**src/rtl/dsf_pkg.sv**
```systemverilog
// Package: constants, power-of-ten tables and shared types for the decimal converter.
`timescale 1ns / 1ps
`default_nettype none
package dsf_pkg;

    localparam int SIG_DIGITS_DEF  = 10;
    localparam int ADJUST_BITS_DEF = 12;

    localparam logic [2:0] PH_SIGN  = 3'd0;
    localparam logic [2:0] PH_INT   = 3'd1;
    localparam logic [2:0] PH_FRAC  = 3'd2;
    localparam logic [2:0] PH_ESIGN = 3'd3;
    localparam logic [2:0] PH_EDIG  = 3'd4;

    localparam logic [35:0] TOP36   = 36'o400000000000;
    localparam logic [35:0] BIGGEST = 36'o377777777777;
    localparam int          TOTAL_MIN = -48;
    localparam int          TOTAL_MAX = 38;
    localparam logic [9:0]  EXP_MAX = 10'd1023;

    typedef struct packed {
        logic [33:0] acc;
        logic [16:0] total;
        logic        neg;
    } dsf_job_t;

    function automatic logic [35:0] pow_mant(input logic [6:0] k);
        logic [35:0] r;
        case (k)
            7'd0: r = 36'o566111742473; 7'd1: r = 36'o723534333211;
            7'd2: r = 36'o444231611026; 7'd3: r = 36'o555300153233;
            7'd4: r = 36'o710560206102; 7'd5: r = 36'o435346123651;
            7'd6: r = 36'o544637550624; 7'd7: r = 36'o676007502771;
            7'd8: r = 36'o426604611673; 7'd9: r = 36'o534345754252;
            7'd10: r = 36'o663437347325; 7'd11: r = 36'o420163520505;
            7'd12: r = 36'o524220444626; 7'd13: r = 36'o651264555774;
            7'd14: r = 36'o411660744575; 7'd15: r = 36'o514235135735;
            7'd16: r = 36'o637304365324; 7'd17: r = 36'o403472631304;
            7'd18: r = 36'o504411377565; 7'd19: r = 36'o625513677523;
            7'd20: r = 36'o773036657450; 7'd21: r = 36'o474723215571;
            7'd22: r = 36'o614110061127; 7'd23: r = 36'o757132075355;
            7'd24: r = 36'o465370246324; 7'd25: r = 36'o602666320011;
            7'd26: r = 36'o743444004013; 7'd27: r = 36'o456166402407;
            7'd28: r = 36'o571624103111; 7'd29: r = 36'o730171123733;
            7'd30: r = 36'o447113564351; 7'd31: r = 36'o560736521443;
            7'd32: r = 36'o715126245754; 7'd33: r = 36'o440165747563;
            7'd34: r = 36'o550223341520; 7'd35: r = 36'o702270232044;
            7'd36: r = 36'o431363140226; 7'd37: r = 36'o537657770274;
            7'd38: r = 36'o667633766353; 7'd39: r = 36'o422701372023;
            7'd40: r = 36'o527461670430; 7'd41: r = 36'o655376246536;
            7'd42: r = 36'o414336750132; 7'd43: r = 36'o517426542161;
            7'd44: r = 36'o643334272616; 7'd45: r = 36'o406111564570;
            7'd46: r = 36'o507534121727; 7'd47: r = 36'o631463146314;
            7'd48: r = 36'o400000000000; 7'd49: r = 36'o500000000000;
            7'd50: r = 36'o620000000000; 7'd51: r = 36'o764000000000;
            7'd52: r = 36'o470400000000; 7'd53: r = 36'o606500000000;
            7'd54: r = 36'o750220000000; 7'd55: r = 36'o461132000000;
            7'd56: r = 36'o575360400000; 7'd57: r = 36'o734654500000;
            7'd58: r = 36'o452013710000; 7'd59: r = 36'o564416672000;
            7'd60: r = 36'o721522450400; 7'd61: r = 36'o443023471240;
            7'd62: r = 36'o553630407510; 7'd63: r = 36'o706576511432;
            7'd64: r = 36'o434157115760; 7'd65: r = 36'o543212741354;
            7'd66: r = 36'o674055531647; 7'd67: r = 36'o425434430110;
            7'd68: r = 36'o532743536132; 7'd69: r = 36'o661534465561;
            7'd70: r = 36'o417031701446; 7'd71: r = 36'o522640261760;
            7'd72: r = 36'o647410336354; 7'd73: r = 36'o410545213024;
            7'd74: r = 36'o512676455631; 7'd75: r = 36'o635456171177;
            7'd76: r = 36'o402374713617; 7'd77: r = 36'o503074076563;
            7'd78: r = 36'o623713116320; 7'd79: r = 36'o770675742004;
            7'd80: r = 36'o473426555202; 7'd81: r = 36'o612334310443;
            7'd82: r = 36'o755023372554; 7'd83: r = 36'o464114134543;
            7'd84: r = 36'o601137163674; 7'd85: r = 36'o741367020653;
            7'd86: r = 36'o454732312413; 7'd87: r = 36'o570120775116;
            7'd88: r = 36'o726145174341; 7'd89: r = 36'o445677215615;
            7'd90: r = 36'o557257061160; 7'd91: r = 36'o713132675414;
            7'd92: r = 36'o436770626347; 7'd93: r = 36'o546566774041;
            7'd94: r = 36'o700324573052; 7'd95: r = 36'o430204754732;
            7'd96: r = 36'o536246150120;
            default: r = 36'o400000000000;
        endcase
        return r;
    endfunction

    function automatic logic [8:0] pow_exp(input logic [6:0] k);
        logic [8:0] r;
        case (k)
            7'd0: r = 9'o741; 7'd1: r = 9'o744; 7'd2: r = 9'o750; 7'd3: r = 9'o753;
            7'd4: r = 9'o756; 7'd5: r = 9'o762; 7'd6: r = 9'o765; 7'd7: r = 9'o770;
            7'd8: r = 9'o774; 7'd9: r = 9'o777; 7'd10: r = 9'o002; 7'd11: r = 9'o006;
            7'd12: r = 9'o011; 7'd13: r = 9'o014; 7'd14: r = 9'o020; 7'd15: r = 9'o023;
            7'd16: r = 9'o026; 7'd17: r = 9'o032; 7'd18: r = 9'o035; 7'd19: r = 9'o040;
            7'd20: r = 9'o043; 7'd21: r = 9'o047; 7'd22: r = 9'o052; 7'd23: r = 9'o055;
            7'd24: r = 9'o061; 7'd25: r = 9'o064; 7'd26: r = 9'o067; 7'd27: r = 9'o073;
            7'd28: r = 9'o076; 7'd29: r = 9'o101; 7'd30: r = 9'o105; 7'd31: r = 9'o110;
            7'd32: r = 9'o113; 7'd33: r = 9'o117; 7'd34: r = 9'o122; 7'd35: r = 9'o125;
            7'd36: r = 9'o131; 7'd37: r = 9'o134; 7'd38: r = 9'o137; 7'd39: r = 9'o143;
            7'd40: r = 9'o146; 7'd41: r = 9'o151; 7'd42: r = 9'o155; 7'd43: r = 9'o160;
            7'd44: r = 9'o163; 7'd45: r = 9'o167; 7'd46: r = 9'o172; 7'd47: r = 9'o175;
            7'd48: r = 9'o201; 7'd49: r = 9'o204; 7'd50: r = 9'o207; 7'd51: r = 9'o212;
            7'd52: r = 9'o216; 7'd53: r = 9'o221; 7'd54: r = 9'o224; 7'd55: r = 9'o230;
            7'd56: r = 9'o233; 7'd57: r = 9'o236; 7'd58: r = 9'o242; 7'd59: r = 9'o245;
            7'd60: r = 9'o250; 7'd61: r = 9'o254; 7'd62: r = 9'o257; 7'd63: r = 9'o262;
            7'd64: r = 9'o266; 7'd65: r = 9'o271; 7'd66: r = 9'o274; 7'd67: r = 9'o300;
            7'd68: r = 9'o303; 7'd69: r = 9'o306; 7'd70: r = 9'o312; 7'd71: r = 9'o315;
            7'd72: r = 9'o320; 7'd73: r = 9'o324; 7'd74: r = 9'o327; 7'd75: r = 9'o332;
            7'd76: r = 9'o336; 7'd77: r = 9'o341; 7'd78: r = 9'o344; 7'd79: r = 9'o347;
            7'd80: r = 9'o353; 7'd81: r = 9'o356; 7'd82: r = 9'o361; 7'd83: r = 9'o365;
            7'd84: r = 9'o370; 7'd85: r = 9'o373; 7'd86: r = 9'o377; 7'd87: r = 9'o402;
            7'd88: r = 9'o405; 7'd89: r = 9'o411; 7'd90: r = 9'o414; 7'd91: r = 9'o417;
            7'd92: r = 9'o423; 7'd93: r = 9'o426; 7'd94: r = 9'o431; 7'd95: r = 9'o435;
            7'd96: r = 9'o440;
            default: r = 9'o201;
        endcase
        return r;
    endfunction

endpackage
`default_nettype wire

```
**src/rtl/dsf_parser.sv**
```systemverilog
// Character parser: grammar phases, digit accumulation and decimal adjust.
`timescale 1ns / 1ps
`default_nettype none
module dsf_parser
    import dsf_pkg::*;
#(
    parameter int SIG_DIGITS  = SIG_DIGITS_DEF,
    parameter int ADJUST_BITS = ADJUST_BITS_DEF
)
(
    input  wire logic       clk,
    input  wire logic       rst_n,
    input  wire logic       take,
    input  wire logic [7:0] character,
    input  wire logic       last,
    output logic            fire,
    output dsf_job_t        job
);

    localparam logic signed [ADJUST_BITS-1:0] ADJ_MAX = {1'b0, {(ADJUST_BITS-1){1'b1}}};
    localparam logic signed [ADJUST_BITS-1:0] ADJ_MIN = {1'b1, {(ADJUST_BITS-1){1'b0}}};

    logic [2:0]                    phase_reg, phase_next;
    logic                          vneg_reg, vneg_next;
    logic                          eneg_reg, eneg_next;
    logic [33:0]                   acc_reg, acc_next;
    logic [3:0]                    cnt_reg, cnt_next;
    logic signed [ADJUST_BITS-1:0] adj_reg, adj_next;
    logic [9:0]                    expv_reg, expv_next;
    logic                          sent_reg, sent_next;

    logic       dig;
    logic [3:0] d;
    logic       ok;
    logic [2:0] ph;
    logic       adj_up, adj_dn;
    logic [13:0] ev;
    logic signed [16:0] tot;

    assign dig = (character >= 8'h30) && (character <= 8'h39);
    assign d   = character[3:0];

    always_comb
    begin
        phase_next = phase_reg;
        vneg_next  = vneg_reg;
        eneg_next  = eneg_reg;
        acc_next   = acc_reg;
        cnt_next   = cnt_reg;
        expv_next  = expv_reg;
        adj_up     = 1'b0;
        adj_dn     = 1'b0;
        ok         = 1'b0;
        ev         = {4'd0, expv_reg} * 14'd10 + {10'd0, d};
        ph         = phase_reg;
        if (ph == PH_SIGN && character != "-" && character != "+")
        begin
            ph         = PH_INT;
            phase_next = PH_INT;
        end
        case (ph)
            PH_SIGN:
            begin
                ok = 1'b1;
                if (character == "-")
                begin
                    vneg_next = ~vneg_reg;
                end
            end
            PH_INT, PH_FRAC:
            begin
                if (dig)
                begin
                    ok = 1'b1;
                    if (!(d == 4'd0 && cnt_reg == 4'd0) && cnt_reg < 4'(SIG_DIGITS))
                    begin
                        acc_next = acc_reg * 34'd10 + {30'd0, d};
                        cnt_next = cnt_reg + 4'd1;
                        adj_dn   = (ph == PH_FRAC);
                    end
                    else if (ph == PH_INT)
                    begin
                        adj_up = (cnt_reg != 4'd0);
                    end
                    else
                    begin
                        adj_dn = (cnt_reg == 4'd0);
                    end
                end
                else if (character == "." && ph == PH_INT)
                begin
                    ok         = 1'b1;
                    phase_next = PH_FRAC;
                end
                else if (character == "e" || character == "E")
                begin
                    ok         = 1'b1;
                    phase_next = PH_ESIGN;
                end
            end
            PH_ESIGN, PH_EDIG:
            begin
                if (dig)
                begin
                    ok         = 1'b1;
                    phase_next = PH_EDIG;
                    expv_next  = (ev > 14'(EXP_MAX)) ? EXP_MAX : ev[9:0];
                end
                else if (ph == PH_ESIGN && (character == "-" || character == "+"))
                begin
                    ok = 1'b1;
                    if (character == "-")
                    begin
                        eneg_next = ~eneg_reg;
                    end
                end
            end
            default:
            begin
                ok = 1'b0;
            end
        endcase
    end

    always_comb
    begin
        adj_next = adj_reg;
        if (adj_up && adj_reg != ADJ_MAX)
        begin
            adj_next = adj_reg + 1'b1;
        end
        else if (adj_dn && adj_reg != ADJ_MIN)
        begin
            adj_next = adj_reg - 1'b1;
        end
    end

    // the word always uses the post-parse state
    assign tot = 17'(adj_next) + (eneg_next ? -17'(signed'({1'b0, expv_next}))
                                            : 17'(signed'({1'b0, expv_next})));
    assign fire = take && !sent_reg && (!ok || last);
    assign sent_next = sent_reg || (!ok);
    assign job = {acc_next, tot, vneg_next};

    always_ff @(posedge clk or negedge rst_n)
    begin
        if (!rst_n)
        begin
            phase_reg <= PH_SIGN;
            vneg_reg  <= 1'b0;
            eneg_reg  <= 1'b0;
            acc_reg   <= '0;
            cnt_reg   <= '0;
            adj_reg   <= '0;
            expv_reg  <= '0;
            sent_reg  <= 1'b0;
        end
        else if (take)
        begin
            if (last)
            begin
                phase_reg <= PH_SIGN;
                vneg_reg  <= 1'b0;
                eneg_reg  <= 1'b0;
                acc_reg   <= '0;
                cnt_reg   <= '0;
                adj_reg   <= '0;
                expv_reg  <= '0;
                sent_reg  <= 1'b0;
            end
            else if (!sent_reg)
            begin
                phase_reg <= phase_next;
                vneg_reg  <= vneg_next;
                eneg_reg  <= eneg_next;
                acc_reg   <= acc_next;
                cnt_reg   <= cnt_next;
                adj_reg   <= adj_next;
                expv_reg  <= expv_next;
                sent_reg  <= sent_next;
            end
        end
    end

`ifndef NO_ASSERTIONS
    a_cnt_bound: assert property (@(posedge clk) disable iff (!rst_n)
        cnt_reg <= 4'(SIG_DIGITS)) else $error("digit count overrun");
    a_last_clears: assert property (@(posedge clk) disable iff (!rst_n)
        take && last |=> !sent_reg && phase_reg == PH_SIGN) else $error("no clear on last");
    a_sent_quiet: assert property (@(posedge clk) disable iff (!rst_n)
        sent_reg |-> !fire) else $error("second word");
`endif

endmodule
`default_nettype wire

```
**config.mk**
```make
export PLATFORM = sky130hd
export DESIGN_NAME = dsf_parser
export DESIGN_NICKNAME = d
export VERILOG_FILES = /design/src/rtl/dsf_pkg.sv /design/src/rtl/dsf_parser.sv
export SDC_FILE = /design/constraint.sdc
export NUM_CORES = 1
export LEC_CHECK = 0
export ABC_AREA = 1
export BUFFER_PORTS_ARGS = -buffer_cell sky130_fd_sc_hd__buf_2
export CAP_MARGIN = 10
export CORE_MARGIN = 2
export CORE_UTILIZATION = 65
export DETAILED_ROUTE_END_ITERATION = 8
export GPL_TIMING_DRIVEN = 0
export PLACE_DENSITY_LB_ADDON = 0.3
export SLEW_MARGIN = 20
export SYNTH_ARGS = -nofsm -noshare
export SYNTH_HDL_FRONTEND = slang
export SYNTH_SLANG_ARGS = --single-unit
```
**constraint.sdc**
```tcl
create_clock -name clk -period 11.9 [get_ports clk]
set_input_delay 0 -clock clk [delete_from_list [all_inputs] [get_ports clk]]
set_output_delay 0 -clock clk [all_outputs]
set_load 0.03 [all_outputs]
```
## Word level (Yosys, flattened, before mapping)

Index checks and enable logic that the tools add are counted.

- Input bits: 12
- Output and inout bits: 53
- Bits in registers: 66
- Logic and storage cells: 121

- Multipliers: 2
- Mux-type cells: 54
- Bitwise gates (word level): 2
- Equal/unequal tests: 14
- $add $sub $neg: 7
- Reductions and logical operators: 30
- Order comparisons: 4

Operators with widths:

| cell | number |
|---|---|
| $mux W34 | 5 |
| $mux W10 | 5 |
| $mux W12 | 4 |
| $add A34 B4 Y34 | 1 |
| $mul A34 B3 Y33 const B | 1 |
| $mux W1 | 25 |
| $eq A8 B6 Y1 const B | 3 |
| $ne A12 B12 Y1 const B | 2 |
| $mux W3 | 7 |
| $mux W4 | 5 |
| $add A12 B17 Y17 | 1 |
| $mux W17 | 1 |
| $neg A10 Y17 | 1 |
| $eq A8 B7 Y1 const B | 2 |
| $ne A8 B6 Y1 const B | 2 |
| $add A14 B4 Y14 | 1 |
| $gt A14 B10 Y1 const B | 1 |
| $mul A10 B3 Y13 const B | 1 |
| $add A12 B1 Y12 const B | 1 |
| $sub A12 B1 Y12 const B | 1 |
| $logic_and A1 B1 Y1 | 11 |
| $ge A8 B6 Y1 const B | 1 |
| $le A8 B6 Y1 const B | 1 |
| $logic_not A4 Y1 | 2 |
| other kinds (17) | 28 |

## Longest topological paths before layout

- Depth after elaboration: 14
- Gate-level depth with buffers: 34

## Least setup slack after synthesis

Ideal clock, no wire load.

- Path type: register -> output
- Start: reg expv_reg[1]
- End: out job[13] in the netlist's numbering
- Slack: 6865 ps
- Data arrival time: 5035 ps
- Cell stages (with the launch flop): 28
- Path through: dfrtp_1 ha_1 ha_1 fa_1 xor2_1 nand2_1 nor2_2 nand3_2 nor2_1 nor2_1 nor2_4 nand2_2 o22ai_2 ha_1 nand3_2 nand2_1 xnor2_1 inv_1 ha_1 nand2_1 nor4_1 nor2_1 o21ai_0 a21oi_1 o21bai_1 a21oi_1 o21ai_0 xor2_1

RTL lines:

| what | line | RTL |
|---|---|---|
| start: declaration | dsf_parser.sv:29 | `logic [9:0] expv_reg, expv_next;` |
| start signal: assignment | dsf_parser.sv:179 | `expv_reg <= expv_next;` |
| end: declaration | dsf_parser.sv:17 | `output dsf_job_t job` |

==> run summary <==
The run finished with clean final reports. In this run the core area contains 43 standard-cell rows. The antenna diode count came out at 0. Setup violations remaining at the end of the flow were counted as 0. The count of input and output buffers came out at 64. The total number of nets in the final design came out at 1647.

The pin count of the biggest net entering global routing came out at 36. The topmost layer with routed signal wires is met4. The all-layer global routing usage is 37.3%. The endpoint required time on the critical path is 11.90 ns. The layout cell share with drive strength beyond 1 came out at 9.78%. STA classifies the critical path endpoint as a primary output. The maximum level of the CTS H-tree is 3.

The post-synthesis sequential element count is 66. The area of the die is 0.0150 mm2. The number of antenna violations at the first check in global routing came to 0. The final instance count without filler cells is 1713. The worst setup path is launched from a flop. The relative slew slack is 52.7%. The via density per instance is 5.94. The standard cell core area is 0.0138 mm2.

CTS placed an instance of sky130_fd_sc_hd__clkbuf_16 at the clock tree root. The leakage power of the design is 5.81 nW. The hold violation count in the final report was 0. The worst-skew pair later-pin latency came out at 0.34 ns. The number of buffers between clock root and the deepest sink came out at 2. The clock arrives with 0.00871 ns of skew.

The via count is 10177. The fraction of post-synthesis cell area in the top cell type by area is 18.1%. The critical path in this run is classified as flop to primary output. The tightest min-delay check is of the input port to flop type. The met2 wire length came out at 11400 um.

The final wirelength came out at 27300 um. Clock-pin slew was measured on the worst setup and hold paths at 0.06 ns. The area growth from synthesis to layout came out at 9.95%. The reported max-cap violation count came out at 0.

The most used flip-flop cell after synthesis is sky130_fd_sc_hd__dfrtp_1. The tree built by TritonCTS fans out to 66 sinks. The count of buffers added by post-CTS timing repair for setup came out at 0.

The worst-path maximum fanout is 5. The first detailed-routing pass ran for 6 iterations. The number of global-route vias before repair came out at 9139. The summed negative setup slack over all endpoints is 0 ns.

The library cell contributing the largest single delay on the critical path is sky130_fd_sc_hd__dfrtp_1. Setup repair after global routing left no endpoint under its margin. The number of standard cells after synthesis is 1450.

In the detailed route, the total length drawn on met3 is 3030 um. The pin slew with the least headroom to its limit is 0.706 ns. Data arrives at the worst endpoint at 6.12 ns. The post-synthesis net count is 1569. The total count of max-transition violations in the final report was 0. Detailed placement finished with a half-perimeter wire length of 21800 um. Ranked by instance count, the synthesized netlist is headed by 418 x sky130_fd_sc_hd__nand2_1, 204 x sky130_fd_sc_hd__inv_1, 129 x sky130_fd_sc_hd__nor2_1. The number of design-rule violations left by the first detailed-router iteration came out at 1119. The wire length on met1 came out at 12000 um. The I/O pin count came out at 65. The remaining routing DRC violations is 0. The per-cell routed wire length is 15.9 um. TritonCTS built the clock tree. The die width is 123 um. The number of flip-flops in the largest register came out at 34.

For this design the ratio of total power to cell area is 62.0 mW/mm2. Routability-driven placement finished with a final weighted congestion of 1.04. The initial utilization of the core area, before any placement, comes to 66.3%. The post-detailed-route count of antenna-violating nets is 0.

Yosys printed 0 warnings. Counting the buffers created by CTS gives 9. The wire length of the first global-routing pass is 44300 um. The remaining global-route overflow is 0. The synthesized design spends more area on one cell type than any other, namely sky130_fd_sc_hd__dfrtp_1. Yosys attributes the largest share of cell area to sky130_fd_sc_hd__dfrtp_1 18%, sky130_fd_sc_hd__nand2_1 17%, sky130_fd_sc_hd__ha_1 14%, sky130_fd_sc_hd__inv_1 8.4%, sky130_fd_sc_hd__nand3_1 5.7%.

The share of the yosys chip area belonging to registers came out at 18.1%. By instance count, the leading cell after synthesis is sky130_fd_sc_hd__nand2_1. After detailed placement, the design holds a cell count of 1695.

The floorplan step set the die height to 123 um. The share of the cycle needed by the critical path after routing came out at 51.4%. The unique cell type count in the Yosys netlist came out at 52. IR analysis of the VDD net gives a maximum drop of 70.7 uV. The cell occurring most often along the worst timing path is sky130_fd_sc_hd__nand2_1. On the worst path, the slowest cell contributes a delay of 0.43 ns.

The top achievable clock speed came out at 163 MHz. In this run, synthesis inferred 0 flip-flops with an integrated enable. The fraction of synthesis flops using an asynchronous set or reset pin is 100%.

Subtracting the final worst setup slack from the clock period gives 6.12 ns. Summing every instance area after synthesis gives 0.00913 mm2. The average cell area after synthesis is 6.30 um2.
timing repair:
| item | 4_1_cts | 5_1_grt |
|---|---|---|
| hold buffers | 2 | 0 |
| hold endpoints to repair | 35 | 0 |
| resized for setup | 0 | 0 |
per-layer routing:
metal  up-vias  global-route usage (%)
li1       4910                       -
met1      4626                    52.0
met2       547                    56.7
met3        94                    8.74
met4         0                    12.4
met5         -                       0
worst paths after layout:
check                               to  cells after the start  slack (ns)   startpoint
max                            job[16]                     30        5.78  expv_reg[1]
min                         cnt_reg[0]                      4        0.04         last
max reg2reg                acc_reg[33]                     20        8.02   acc_reg[1]
min reg2reg                acc_reg[33]                      2        0.50  acc_reg[33]
max in group asynchronous  expv_reg[1]                      3       11.19        rst_n
min in group asynchronous  acc_reg[27]                      2        0.15        rst_n
cell families after synthesis:
family	share of synthesized area, %
XOR/XNOR	5.95
buffers and inverters	9.88
AO/OA/AOI/OAI	14.0
AND/OR/NAND/NOR	37.0
adder cells (fa/ha/maj)	15.1
flip-flops	18.1
final cells by class:
cell class,instances,area [um2]
Multi-Input combinational cell,1147,6580
Fill cell,1184,3740
Sequential cell,66,1650
Inverter,215,807
Timing Repair Buffer,67,363
Clock buffer,11,243
Tap cell,180,225
Buffer,22,95.1
Clock inverter,5,77.6
through the flow:
| step | utilization (%) | total power [mW] | setup WS (ns) | hold WS [ns] | area, um2 |
|---|---|---|---|---|---|
| after floorplan | - | 0.294 | 6.86 | -0.296 | 9130 |
| after global placement | 70.2 | 0.323 | 6.44 | 0.331 | 9670 |
| after detailed placement | 70.4 | 0.326 | 6.17 | -0.0138 | 9700 |
| after CTS | 72.9 | 0.617 | 5.74 | 0.0308 | 10000 |
| after global routing | 72.9 | 0.641 | 5.34 | 0.0615 | 10000 |
| final | 72.9 | 0.622 | 5.78 | 0.0435 | 10000 |
power breakdown:
part | total [mW] | switching, mW | internal [mW]
Clock | 0.295 | 0.106 | 0.189
Sequential | 0.232 | 0.00412 | 0.228
Combinational | 0.0950 | 0.0703 | 0.0248
critical path: cells and delay by family (launching register included):
kind,cells,cell delay [ns]
AO/OA/AOI/OAI,6,1.41
XOR/XNOR,2,0.47
adder cells (fa/ha/maj),5,1.57
buffers and inverters,2,0.31
flip-flops,1,0.43
AND/OR/NAND/NOR,15,1.53
layout by cell type (no fill, tap or decap), drive strengths merged, types with 6 or more instances in the layout:
cell / n
a22o: 7
xor2: 42
inv: 213
clkbuf: 24
nand2: 428
nand3b: 16
nand3: 109
ha: 102
dfrtp: 66
o22ai: 19
o21a: 6
nand4: 28
nor3: 28
o21ai: 89
nor2: 146
a21oi: 70
o21bai: 6
buf: 74
xnor2: 17
Power figures use the tool's default switching activity.
